$ cat config.mk
export PLATFORM = sky130hd
export DESIGN_NAME = delta_list_timer_queue
export DESIGN_NICKNAME = d
export VERILOG_FILES = /design/src/rtl/dltq_pkg.sv /design/src/rtl/dltq_ram.sv /design/src/rtl/delta_list_timer_queue.sv
export SDC_FILE = /design/constraint.sdc
export NUM_CORES = 2
export LEC_CHECK = 0
export BUFFER_PORTS_ARGS = -buffer_cell sky130_fd_sc_hd__buf_2
export CORE_MARGIN = 2
export CORE_UTILIZATION = 33
export DETAILED_ROUTE_END_ITERATION = 8
export GPL_TIMING_DRIVEN = 0
export SYNTH_ARGS = -nofsm -noshare
export SYNTH_HDL_FRONTEND = slang
export SYNTH_SLANG_ARGS = --single-unit
$ cat constraint.sdc
create_clock -name clk -period 12.9 [get_ports clk]
set_input_delay 1.935 -clock clk [delete_from_list [all_inputs] [get_ports clk]]
set_output_delay 1.935 -clock clk [all_outputs]
set_load 0.05 [all_outputs]
$ cat src/rtl/dltq_pkg.sv
// shared types and constants of the delta list timer queue
`default_nettype none

package dltq_pkg;

    localparam int DELTA_W   = 20;
    localparam int HANDLER_W = 8;
    localparam int ARG_W     = 32;
    localparam int KIND_W    = 2;
    localparam int OCC_W     = 4;

    typedef logic [KIND_W-1:0] kind_t;

    localparam kind_t KIND_ACCEPT   = 2'd0;
    localparam kind_t KIND_OVERFLOW = 2'd1;
    localparam kind_t KIND_FIRED    = 2'd2;

    localparam logic CMD_TICK   = 1'b0;
    localparam logic CMD_INSERT = 1'b1;

    typedef struct packed {
        logic [DELTA_W-1:0]   delta;
        logic [HANDLER_W-1:0] handler;
        logic [ARG_W-1:0]     arg;
    } entry_t;

    typedef enum logic [3:0] {
        ST_IDLE,
        ST_INS_WALK,
        ST_INS_SHIFT,
        ST_INS_PUT,
        ST_TICK_SCAN,
        ST_EMIT_RD,
        ST_EMIT_LOAD,
        ST_EMIT_WAIT,
        ST_PACK
    } state_t;

endpackage

`default_nettype wire

$ cat src/rtl/dltq_ram.sv
// entry store: one write port, one read port with registered read data
`default_nettype none

module dltq_ram #(
    parameter int DEPTH = 16
) (
    input  wire                      clk,
    input  wire                      wr_en,
    input  wire  [$clog2(DEPTH)-1:0] wr_addr,
    input  dltq_pkg::entry_t         wr_data,
    input  wire  [$clog2(DEPTH)-1:0] rd_addr,
    output dltq_pkg::entry_t         rd_data
);

    dltq_pkg::entry_t mem [DEPTH];
    dltq_pkg::entry_t rd_data_reg;

    always_ff @(posedge clk)
    begin
        if (wr_en)
        begin
            mem[wr_addr] <= wr_data;
        end
    end

    always_ff @(posedge clk)
    begin
        rd_data_reg <= mem[rd_addr];
    end

    assign rd_data = rd_data_reg;

endmodule

`default_nettype wire

$ cat src/rtl/delta_list_timer_queue.sv
// top level: sorted callout queue held as a delta list, walked by a small sequencer
// operation: an insert walks the held entries, shifts the tail up where needed and writes
//   the new entry, an overflow is rejected, and each ends with its one item in the output register;
//   a tick scans up to the first nonzero delta, then emits each fired item and moves the survivors down
// throughput: one item at a time; set by the entry memory, one read and one write per cycle
// the block stalls input until its work is done and the output register is empty
// reset: queue empty at once (fill count cleared), no clearing pass over the memory
`default_nettype none

module delta_list_timer_queue #(
    parameter int DEPTH = 16
) (
    input  wire         clk,
    input  wire         rst_n,
    input  wire         in_valid,
    output logic        in_stall,
    input  wire         command,
    input  wire  [7:0]  handler_id,
    input  wire  [31:0] argument,
    input  wire  [19:0] delay_ticks,
    input  wire         defer_firing,
    output logic        out_valid,
    input  wire         out_stall,
    output logic [1:0]  kind,
    output logic [7:0]  fired_handler,
    output logic [31:0] fired_argument,
    output logic        last,
    output logic [3:0]  occupancy
);

    localparam int AW = $clog2(DEPTH);
    localparam int CW = $clog2(DEPTH + 1);
    localparam logic [CW-1:0] ONE  = CW'(1);
    localparam logic [CW-1:0] FULL = CW'(DEPTH - 1);

    dltq_pkg::state_t state_reg, state_next;
    logic [CW-1:0] count_reg, count_next;
    logic [CW-1:0] idx_reg, idx_next;
    logic [CW-1:0] pos_reg, pos_next;
    logic [CW-1:0] fired_reg, fired_next;
    logic [dltq_pkg::DELTA_W-1:0]   t_reg, t_next;
    logic [dltq_pkg::HANDLER_W-1:0] hid_reg, hid_next;
    logic [dltq_pkg::ARG_W-1:0]     arg_reg, arg_next;
    logic defer_reg, defer_next;
    logic dec_done_reg, dec_done_next;

    logic out_valid_reg, out_valid_next;
    dltq_pkg::kind_t kind_reg, kind_next;
    logic [dltq_pkg::HANDLER_W-1:0] fh_reg, fh_next;
    logic [dltq_pkg::ARG_W-1:0]     fa_reg, fa_next;
    logic last_reg, last_next;
    logic [dltq_pkg::OCC_W-1:0] occ_reg, occ_next;

    logic             ram_we;
    logic [AW-1:0]    ram_wa;
    logic [AW-1:0]    ram_ra;
    dltq_pkg::entry_t ram_wd;
    dltq_pkg::entry_t ram_rd;

    logic ready;
    logic in_accept;
    logic out_accept;
    logic [CW-1:0] idx_inc;
    logic [CW-1:0] pos_inc;
    logic [CW-1:0] pack_src;
    logic [CW-1:0] occ_left;
    logic [CW-1:0] scan_fired;
    logic          scan_finish;
    logic          scan_advance;

    dltq_ram #(
        .DEPTH (DEPTH)
    ) u_ram (
        .clk     (clk),
        .wr_en   (ram_we),
        .wr_addr (ram_wa),
        .wr_data (ram_wd),
        .rd_addr (ram_ra),
        .rd_data (ram_rd)
    );

    assign ready      = (state_reg == dltq_pkg::ST_IDLE) && !out_valid_reg;
    assign in_stall   = !ready;
    assign in_accept  = in_valid && ready;
    assign out_accept = out_valid_reg && !out_stall;

    assign idx_inc  = idx_reg + ONE;
    assign pos_inc  = pos_reg + ONE;
    assign pack_src = idx_reg + fired_reg + ONE;
    assign occ_left = count_reg - idx_reg - ONE;

    always_ff @(posedge clk or negedge rst_n)
    begin
        if (!rst_n)
        begin
            state_reg     <= dltq_pkg::ST_IDLE;
            count_reg     <= '0;
            idx_reg       <= '0;
            pos_reg       <= '0;
            fired_reg     <= '0;
            defer_reg     <= 1'b0;
            dec_done_reg  <= 1'b0;
            out_valid_reg <= 1'b0;
        end
        else
        begin
            state_reg     <= state_next;
            count_reg     <= count_next;
            idx_reg       <= idx_next;
            pos_reg       <= pos_next;
            fired_reg     <= fired_next;
            defer_reg     <= defer_next;
            dec_done_reg  <= dec_done_next;
            out_valid_reg <= out_valid_next;
        end
    end

    always_ff @(posedge clk)
    begin
        t_reg    <= t_next;
        hid_reg  <= hid_next;
        arg_reg  <= arg_next;
        kind_reg <= kind_next;
        fh_reg   <= fh_next;
        fa_reg   <= fa_next;
        last_reg <= last_next;
        occ_reg  <= occ_next;
    end

    always_comb
    begin
        state_next     = state_reg;
        count_next     = count_reg;
        idx_next       = idx_reg;
        pos_next       = pos_reg;
        fired_next     = fired_reg;
        t_next         = t_reg;
        hid_next       = hid_reg;
        arg_next       = arg_reg;
        defer_next     = defer_reg;
        dec_done_next  = dec_done_reg;
        out_valid_next = out_valid_reg && out_stall;
        kind_next      = kind_reg;
        fh_next        = fh_reg;
        fa_next        = fa_reg;
        last_next      = last_reg;
        occ_next       = occ_reg;
        ram_we         = 1'b0;
        ram_wa         = '0;
        ram_wd         = ram_rd;
        ram_ra         = '0;
        scan_finish    = 1'b0;
        scan_advance   = 1'b0;
        scan_fired     = '0;

        case (state_reg)
            dltq_pkg::ST_IDLE:
            begin
                if (in_accept)
                begin
                    idx_next      = '0;
                    t_next        = delay_ticks;
                    hid_next      = handler_id;
                    arg_next      = argument;
                    defer_next    = defer_firing;
                    dec_done_next = 1'b0;
                    if (command == dltq_pkg::CMD_INSERT)
                    begin
                        if (count_reg >= FULL)
                        begin
                            out_valid_next = 1'b1;
                            kind_next      = dltq_pkg::KIND_OVERFLOW;
                            fh_next        = '0;
                            fa_next        = '0;
                            last_next      = 1'b1;
                            occ_next       = dltq_pkg::OCC_W'(count_reg);
                        end
                        else if (count_reg == '0)
                        begin
                            pos_next   = '0;
                            state_next = dltq_pkg::ST_INS_PUT;
                        end
                        else
                        begin
                            state_next = dltq_pkg::ST_INS_WALK;
                        end
                    end
                    else if (count_reg != '0)
                    begin
                        state_next = dltq_pkg::ST_TICK_SCAN;
                    end
                end
            end

            dltq_pkg::ST_INS_WALK:
            begin
                if (ram_rd.delta <= t_reg)
                begin
                    t_next = t_reg - ram_rd.delta;
                    if (idx_inc == count_reg)
                    begin
                        pos_next   = count_reg;
                        state_next = dltq_pkg::ST_INS_PUT;
                    end
                    else
                    begin
                        idx_next = idx_inc;
                        ram_ra   = idx_inc[AW-1:0];
                    end
                end
                else
                begin
                    // open a slot at this entry: shift the tail up from the end
                    pos_next   = idx_reg;
                    idx_next   = count_reg;
                    ram_ra     = AW'(count_reg - ONE);
                    state_next = dltq_pkg::ST_INS_SHIFT;
                end
            end

            dltq_pkg::ST_INS_SHIFT:
            begin
                ram_we = 1'b1;
                ram_wa = idx_reg[AW-1:0];
                // the old entry at the insert point becomes the successor
                if (idx_reg == pos_inc)
                begin
                    ram_wd.delta = ram_rd.delta - t_reg;
                    state_next   = dltq_pkg::ST_INS_PUT;
                end
                ram_ra   = AW'(idx_reg - CW'(2));
                idx_next = idx_reg - ONE;
            end

            dltq_pkg::ST_INS_PUT:
            begin
                ram_we         = 1'b1;
                ram_wa         = pos_reg[AW-1:0];
                ram_wd.delta   = t_reg;
                ram_wd.handler = hid_reg;
                ram_wd.arg     = arg_reg;
                count_next     = count_reg + ONE;
                out_valid_next = 1'b1;
                kind_next      = dltq_pkg::KIND_ACCEPT;
                fh_next        = '0;
                fa_next        = '0;
                last_next      = 1'b1;
                occ_next       = dltq_pkg::OCC_W'(count_reg + ONE);
                state_next     = dltq_pkg::ST_IDLE;
            end

            dltq_pkg::ST_TICK_SCAN:
            begin
                if (!dec_done_reg && ram_rd.delta != '0)
                begin
                    ram_we        = 1'b1;
                    ram_wa        = idx_reg[AW-1:0];
                    ram_wd.delta  = ram_rd.delta - dltq_pkg::DELTA_W'(1);
                    dec_done_next = 1'b1;
                    if (defer_reg)
                    begin
                        state_next = dltq_pkg::ST_IDLE;
                    end
                    else if (ram_rd.delta != dltq_pkg::DELTA_W'(1))
                    begin
                        scan_finish = 1'b1;
                        scan_fired  = idx_reg;
                    end
                    else
                    begin
                        scan_advance = 1'b1;
                    end
                end
                else if (ram_rd.delta != '0)
                begin
                    scan_finish = 1'b1;
                    scan_fired  = idx_reg;
                end
                else
                begin
                    scan_advance = 1'b1;
                end

                if (scan_advance)
                begin
                    if (idx_inc == count_reg)
                    begin
                        scan_finish = 1'b1;
                        scan_fired  = count_reg;
                    end
                    else
                    begin
                        idx_next = idx_inc;
                        ram_ra   = idx_inc[AW-1:0];
                    end
                end

                if (scan_finish)
                begin
                    fired_next = scan_fired;
                    idx_next   = '0;
                    if (scan_fired == '0 || defer_reg)
                    begin
                        state_next = dltq_pkg::ST_IDLE;
                    end
                    else
                    begin
                        state_next = dltq_pkg::ST_EMIT_RD;
                    end
                end
            end

            dltq_pkg::ST_EMIT_RD:
            begin
                ram_ra     = idx_reg[AW-1:0];
                state_next = dltq_pkg::ST_EMIT_LOAD;
            end

            dltq_pkg::ST_EMIT_LOAD:
            begin
                out_valid_next = 1'b1;
                kind_next      = dltq_pkg::KIND_FIRED;
                fh_next        = ram_rd.handler;
                fa_next        = ram_rd.arg;
                last_next      = (idx_inc == fired_reg);
                occ_next       = dltq_pkg::OCC_W'(occ_left);
                state_next     = dltq_pkg::ST_EMIT_WAIT;
            end

            dltq_pkg::ST_EMIT_WAIT:
            begin
                if (out_accept)
                begin
                    if (idx_inc != fired_reg)
                    begin
                        idx_next   = idx_inc;
                        state_next = dltq_pkg::ST_EMIT_RD;
                    end
                    else if (fired_reg == count_reg)
                    begin
                        count_next = '0;
                        state_next = dltq_pkg::ST_IDLE;
                    end
                    else
                    begin
                        // move the survivors down over the fired entries
                        idx_next   = '0;
                        ram_ra     = fired_reg[AW-1:0];
                        state_next = dltq_pkg::ST_PACK;
                    end
                end
            end

            dltq_pkg::ST_PACK:
            begin
                ram_we   = 1'b1;
                ram_wa   = idx_reg[AW-1:0];
                ram_ra   = pack_src[AW-1:0];
                idx_next = idx_inc;
                if (pack_src == count_reg)
                begin
                    count_next = count_reg - fired_reg;
                    state_next = dltq_pkg::ST_IDLE;
                end
            end

            default:
            begin
                state_next = dltq_pkg::ST_IDLE;
            end
        endcase
    end

    assign out_valid      = out_valid_reg;
    assign kind           = kind_reg;
    assign fired_handler  = fh_reg;
    assign fired_argument = fa_reg;
    assign last           = last_reg;
    assign occupancy      = occ_reg;

    // the queue never holds more than one entry short of the table
    assert property (@(posedge clk) disable iff (!rst_n) count_reg <= FULL)
        else $error("queue fill count beyond capacity");

    // an insert grows the queue by exactly one entry
    assert property (@(posedge clk) disable iff (!rst_n)
        count_reg > $past(count_reg) |-> count_reg == $past(count_reg) + ONE)
        else $error("fill count grew by more than one");

    // an overflow item reports a full queue
    assert property (@(posedge clk) disable iff (!rst_n)
        out_valid_reg && kind_reg == dltq_pkg::KIND_OVERFLOW
        |-> occ_reg == dltq_pkg::OCC_W'(FULL))
        else $error("overflow reported on a queue that is not full");

    // no new item is taken while a result still waits
    assert property (@(posedge clk) disable iff (!rst_n) in_accept |-> !out_valid_reg)
        else $error("item accepted with a result pending");

    // a fired item always comes from the fired prefix, which never runs past the held entries
    assert property (@(posedge clk) disable iff (!rst_n)
        out_valid_reg && kind_reg == dltq_pkg::KIND_FIRED
        |-> idx_reg < fired_reg && fired_reg <= count_reg)
        else $error("fired item outside the fired prefix");

endmodule

`default_nettype wire

After elaboration in Yosys (flattened, before gate mapping) --
Memory sizes are Yosys's and may differ from the RTL's. A register that Yosys moved wholly into a read port is not among the register bits. Index checks and enable logic that the tools add are counted.
Storage, ports and cells: register bits 134, RAM bits 960, output and inout port bits 49, logic and storage cells 203, memories 1
Memory list:
- u_ram.mem | words 16, width 60, read ports 1, clocked after memory_dff 1, write ports 1, line dltq_ram.sv:15 | dltq_pkg::entry_t mem [DEPTH];
Operators by class: add/sub/neg operators 14, $lt $le $gt $ge 2, eq/ne operators 34, muxes and demuxes 104, reductions and logical operators 32
Operator list (number):
- $mux 5 | 25
- $mux 32 | 3
- $mux 4 | 24
- $pmux 32 s3 | 1
- $mux 20 | 4
- $pmux 20 s3 | 1
- $mux 40 | 1
- $pmux 20 s2 | 1
- $sub 20x20->20 | 2
- $pmux 4 s8 | 1
- $pmux 5 s6 | 1
- $eq 5x5->1 | 5
- $mux 8 | 3
- $pmux 4 s3 | 2
- $pmux 4 s6 | 1
- $pmux 8 s3 | 1
- $mux 1 | 23
- $add 5x1->5 const B | 4
- $le 20x20->1 | 1
- $ne 2x2->1 const B | 10
- $ne 20x1->1 const B | 1
- $reduce_bool 20->1 | 1
- $sub 20x1->20 const B | 1
- $eq 4x3->1 const B | 4
- other kinds (38) | 65

Depth between registers and ports, before layout --
depth in word-level cells 12, depth in mapped cells 17, depth with buffers taken out 14

Modules after synthesis --
A second synthesis with hierarchy kept.
Second synthesis, totals: cell total of the unflattened synthesis 2703, area, all modules 47518.1 µm²
By module, submodules not included:
- dltq_ram | instances 1, cells an instance 1548, area an instance 37106.8 µm²
- delta_list_timer_queue | instances 1, cells an instance 1155, area an instance 10411.2 µm²

Least setup slack after synthesis --
OpenSTA, ideal clock, no wires.
path kind register to register, start register, netlist name u_ram.rd_data[44], end memory u_ram.mem[3][0] (netlist bit) (enable), setup time 485 ps, arrival 4857 ps, required time 12415 ps, slack 7559 ps, cell stages (with the launch flop) 9, buffers on the path 1, cells stage by stage dfxtp_1 or4_4 nor4_4 a31oi_1 nand2_1 and3_1 clkbuf_1 o21ai_0 nor2b_1
On the way: word-level cells in the longest chain between the ends 6, elaborated cells on any way between the ends 8, classes of those cells mux (6); reduce/logical (2)
RTL lines:
- $reduce_bool 20->1 (*) | line delta_list_timer_queue.sv:254 | if (!dec_done_reg && ram_rd.delta != '0)
- $logic_and 1x1->1 (*) | line delta_list_timer_queue.sv:254
- $mux 1 | line delta_list_timer_queue.sv:254
- $pmux 1 s2 | line delta_list_timer_queue.sv:156 | case (state_reg)
- $mux 1 | line dltq_ram.sv:20 | if (wr_en)
- $mux 1 (implied by the code) | line dltq_ram.sv:22 | mem[wr_addr] <= wr_data;
- end, declared | line dltq_ram.sv:15
Every way passes the cells marked *; elsewhere a longest branch is shown, timed or not.

Final worst setup path --
start register idx_reg[1], end register, netlist name u_ram.rd_data[52]
On the way: word-level cells in the longest chain between the ends 5, elaborated cells on any way between the ends 12, classes of those cells add/sub (4); eq/ne (2); mux (6)
RTL lines:
- start, declared | line delta_list_timer_queue.sv:38 | logic [CW-1:0] idx_reg, idx_next;
- start signal, assigned | line delta_list_timer_queue.sv:109 | idx_reg <= idx_next;
- parallel branches: the longest is 4 deep, another holds $add 5x5->5
- $pmux 4 s6 (*) | line delta_list_timer_queue.sv:156
Every way passes the cells marked *. A chain may end at the register's enable or synchronous reset.

==> reports/results.ini <==
[outcome]
outcome = finished, violations left
violations = capacitance limit

[synth]
synth_top_cell_area_share_pct = 67.3
synth.distinct_cells = 78
yosysTopAreaCell = edfxtp_1
ys.flop_type = edfxtp_1
seq_area_frac_synth_pct = 71.2
synth_area_leaders = edfxtp_1, mux2i_1, o22ai_1, dfxtp_1, nand2_1
synthSimpleGateAreaFrac_pct = 5.82
ys_warn_count = 0
synth_edf_count = 1067
synthXorXnorAreaFrac_pct = 1.32
synth_compound_gate_area_share_pct = 7.18
synth-seq-cells = 1154
syn_area_per_cell_um2 = 15.3
async_flop_share_pct = 2.34
synth_cells = 3107
yosys.area_share.adder_pct = 1.87
syn_nets = 3241
synth.area.mux_share_pct = 10.2
syn_area_mm2 = 0.0476
synth_top_family_by_area = multiplexers

[clock_tree]
post_cts_resized = 0
cts_tree = done
holdBufCountCts = 0
insertion_delay_ns = 0.74
clockRootBuffer = clkbuf_16
numCtsBuffers = 116
cts.htree.levels = 3
postCtsSetupBuffers = 0
cts_buffer_depth = 3
clkTransAtPathRegs_ns = 0.06
cts_sinks = 1154

[setup_path]
crit_chain = clkbuf_1, inv_1, ha_1, xnor2_1, o211ai_1, a21oi_1, nand3_1, nor4_1, a221o_1, a221o_2, nand3b_1, clkbuf_1, o22ai_1, or4_1
crit_fanout = 12
crit_slowest_cell = nor4_1
crit_buf_inv = 3
crit_family = simple AND/OR/NAND/NOR gates
setup.worst_path.start_class = flop
r2r_cells = 14
cp-startpoint = idx_reg[1]
cp.required_ns = 13.45
crit_top_cell = clkbuf_1
critPathKind = reg2reg
r2r_setup_slack_ns = 7.15
worstReg2RegEnd = u_ram.rd_data[52]
critPathArrivalTime_ns = 6.30
cp-end-kind = flop
r2r-start = idx_reg[1]
critical_path.max_stage_delay_ns = 0.67

[global_route]
grt_pass1_wl_mm = 186
first_global_vias = 27200
grt_usage_pct = 17.3
antenna_found_initial = 7
grt_max_degree = 47
overflow = 0

[placement]
portBuffers = 114
place.gp.congestion = 0.925
dpl.hpwl_mm = 84.6
place_area_mm2 = 0.0515

[hold_path]
hold-path-endpoint = pos_reg[4]
holdCritStartpoint = pos_reg[4]
holdPathStages = 2
hold_class = reg2reg

[route]
drc = 0
final_antenna_net_count = 0
routed_wl_mm = 130
dr.first_iter.drc_count = 2833
drt_pass1_iterations = 7
wl_per_cell_um = 24.1
routed_via_density = 5.20
vias = 28000

[layout]
layout_commonest_cell = edfxtp_1
fin_area_mm2 = 0.0554
finalNetCount = 3515
largest_reg_flops = 960
synthToLayoutAreaGrowth_pct = 16.3
drive_above_1_share_pct = 13.8
layout_common_cells = edfxtp_1, mux2i_1, o22ai_1

[floorplan]
die_h_um = 384
initial_utilization_pct = 33.2
io-pin-count = 115
die_w_um = 384
fp.coreArea_mm2 = 0.143
core.rowCount = 139
die_area_mm2 = 0.147

[timing]
relSlewSlack_pct = 0.0426
rsz0062_at_grt = no
post-route-period-util_pct = 44.5
fmax_mhz = 174
fin_crit_ns = 5.75
slew_violations = 0
finalClockSkew_ns = 0.0675
tns_ns = 0
setup_viol = 0
worst_pin_slew_ns = 1.50
hold_violations = 0

[power_and_ir_drop]
total_power_uw = 16000
p_leak_uw = 0.0191
peakVddDrop_v = 0.000164
power.density_mw_per_mm2 = 289

[job]
maxCapViolCount = 1

==> where the power goes <==
part	switching (µW)	internal [µW]	leakage, µW	total, µW
registers	261	5570	0.0106	5830
logic	4670	2160	0.00666	6830
clock network	1430	1910	0.00187	3340
==> area by class of cell <==
type / instances / area, µm²
repair buffers: 156 / 1410
flip-flops and latches: 1154 / 33900
fillers: 13300 / 88100
well taps: 1903 / 2380
plain buffers: 174 / 866
inverters: 72 / 270
clock inverters: 54 / 573
clock buffers: 162 / 3260
multi-input cells: 1707 / 12700
diodes: 2 / 5.00
==> how the worst max path moves through the flow <==
stage	end	slack (ns)	cells past startpoint
after floorplan	u_ram.mem[3][0]	7.56	8
after global placement	u_ram.mem[12][3]	3.16	7
after global routing	u_ram.rd_data[54]	6.91	14
after CTS	u_ram.rd_data[46]	7.25	14
final	u_ram.rd_data[52]	7.15	14
after detailed placement	u_ram.rd_data[46]	7.23	14
==> cell families (layout without fill, tap and decap cells) <==
| logic type | after synthesis | after routing |
|---|---|---|
| AND/OR/NAND/NOR | 552 | 552 |
| XOR/XNOR | 70 | 70 |
| other | 0 | 2 |
| AO/OA/AOI/OAI | 531 | 531 |
| buffers and inverters | 246 | 618 |
| multiplexers | 486 | 486 |
| flip-flops | 1154 | 1154 |
| adder cells (fa/ha/maj) | 68 | 68 |
==> tightest hold or removal path, stage by stage (launching register included) <==
cell and delay (ns):
dfrtp_1 0.35, nand2_1 0.05, o31ai_1 0.06
==> synthesized netlist by cell type, drive strengths merged, types with 7 or more instances <==
cell / instances
o221ai: 8
dfxtp: 60
ha: 63
nor2b: 11
xor2: 24
nand2b: 10
o31ai: 14
mux2i: 483
a22oi: 14
xnor2: 46
a31oi: 8
o22ai: 245
nand4: 12
nor2: 83
or4: 65
a21o: 20
nand2: 217
o21bai: 9
nand3: 31
inv: 72
o211ai: 7
buf: 110
dfrtp: 27
and3: 54
edfxtp: 1067
a21oi: 67
nor3: 30
nor4: 9
clkbuf: 64
o21ai: 83
==> layer usage <==
metal  global-route usage [%]  part of all wire, %  vias to the layer above
met3                     2.75                  6.7                      220
met5                        0                    0                        -
met2                     27.5                   46                     1038
met4                     5.33                  3.0                        0
met1                     24.1                   44                    14100
li1                         -                    -                    12700
==> metrics by stage <==
| stage | util (%) | setup slack, ns | hold slack [ns] | cells |
|---|---|---|---|---|
| global route | 38.6 | 6.91 | 0.548 | 5382 |
| detailed placement | 35.9 | 7.23 | 0.491 | 5166 |
| finish | 38.6 | 7.15 | 0.499 | 5384 |
| floorplan | - | 7.56 | 0.468 | 3107 |
| CTS | 38.6 | 7.25 | 0.504 | 5382 |
| global placement | 35.3 | 3.16 | 0.484 | 5124 |
No activity file was read; power rests on OpenSTA's default activity.
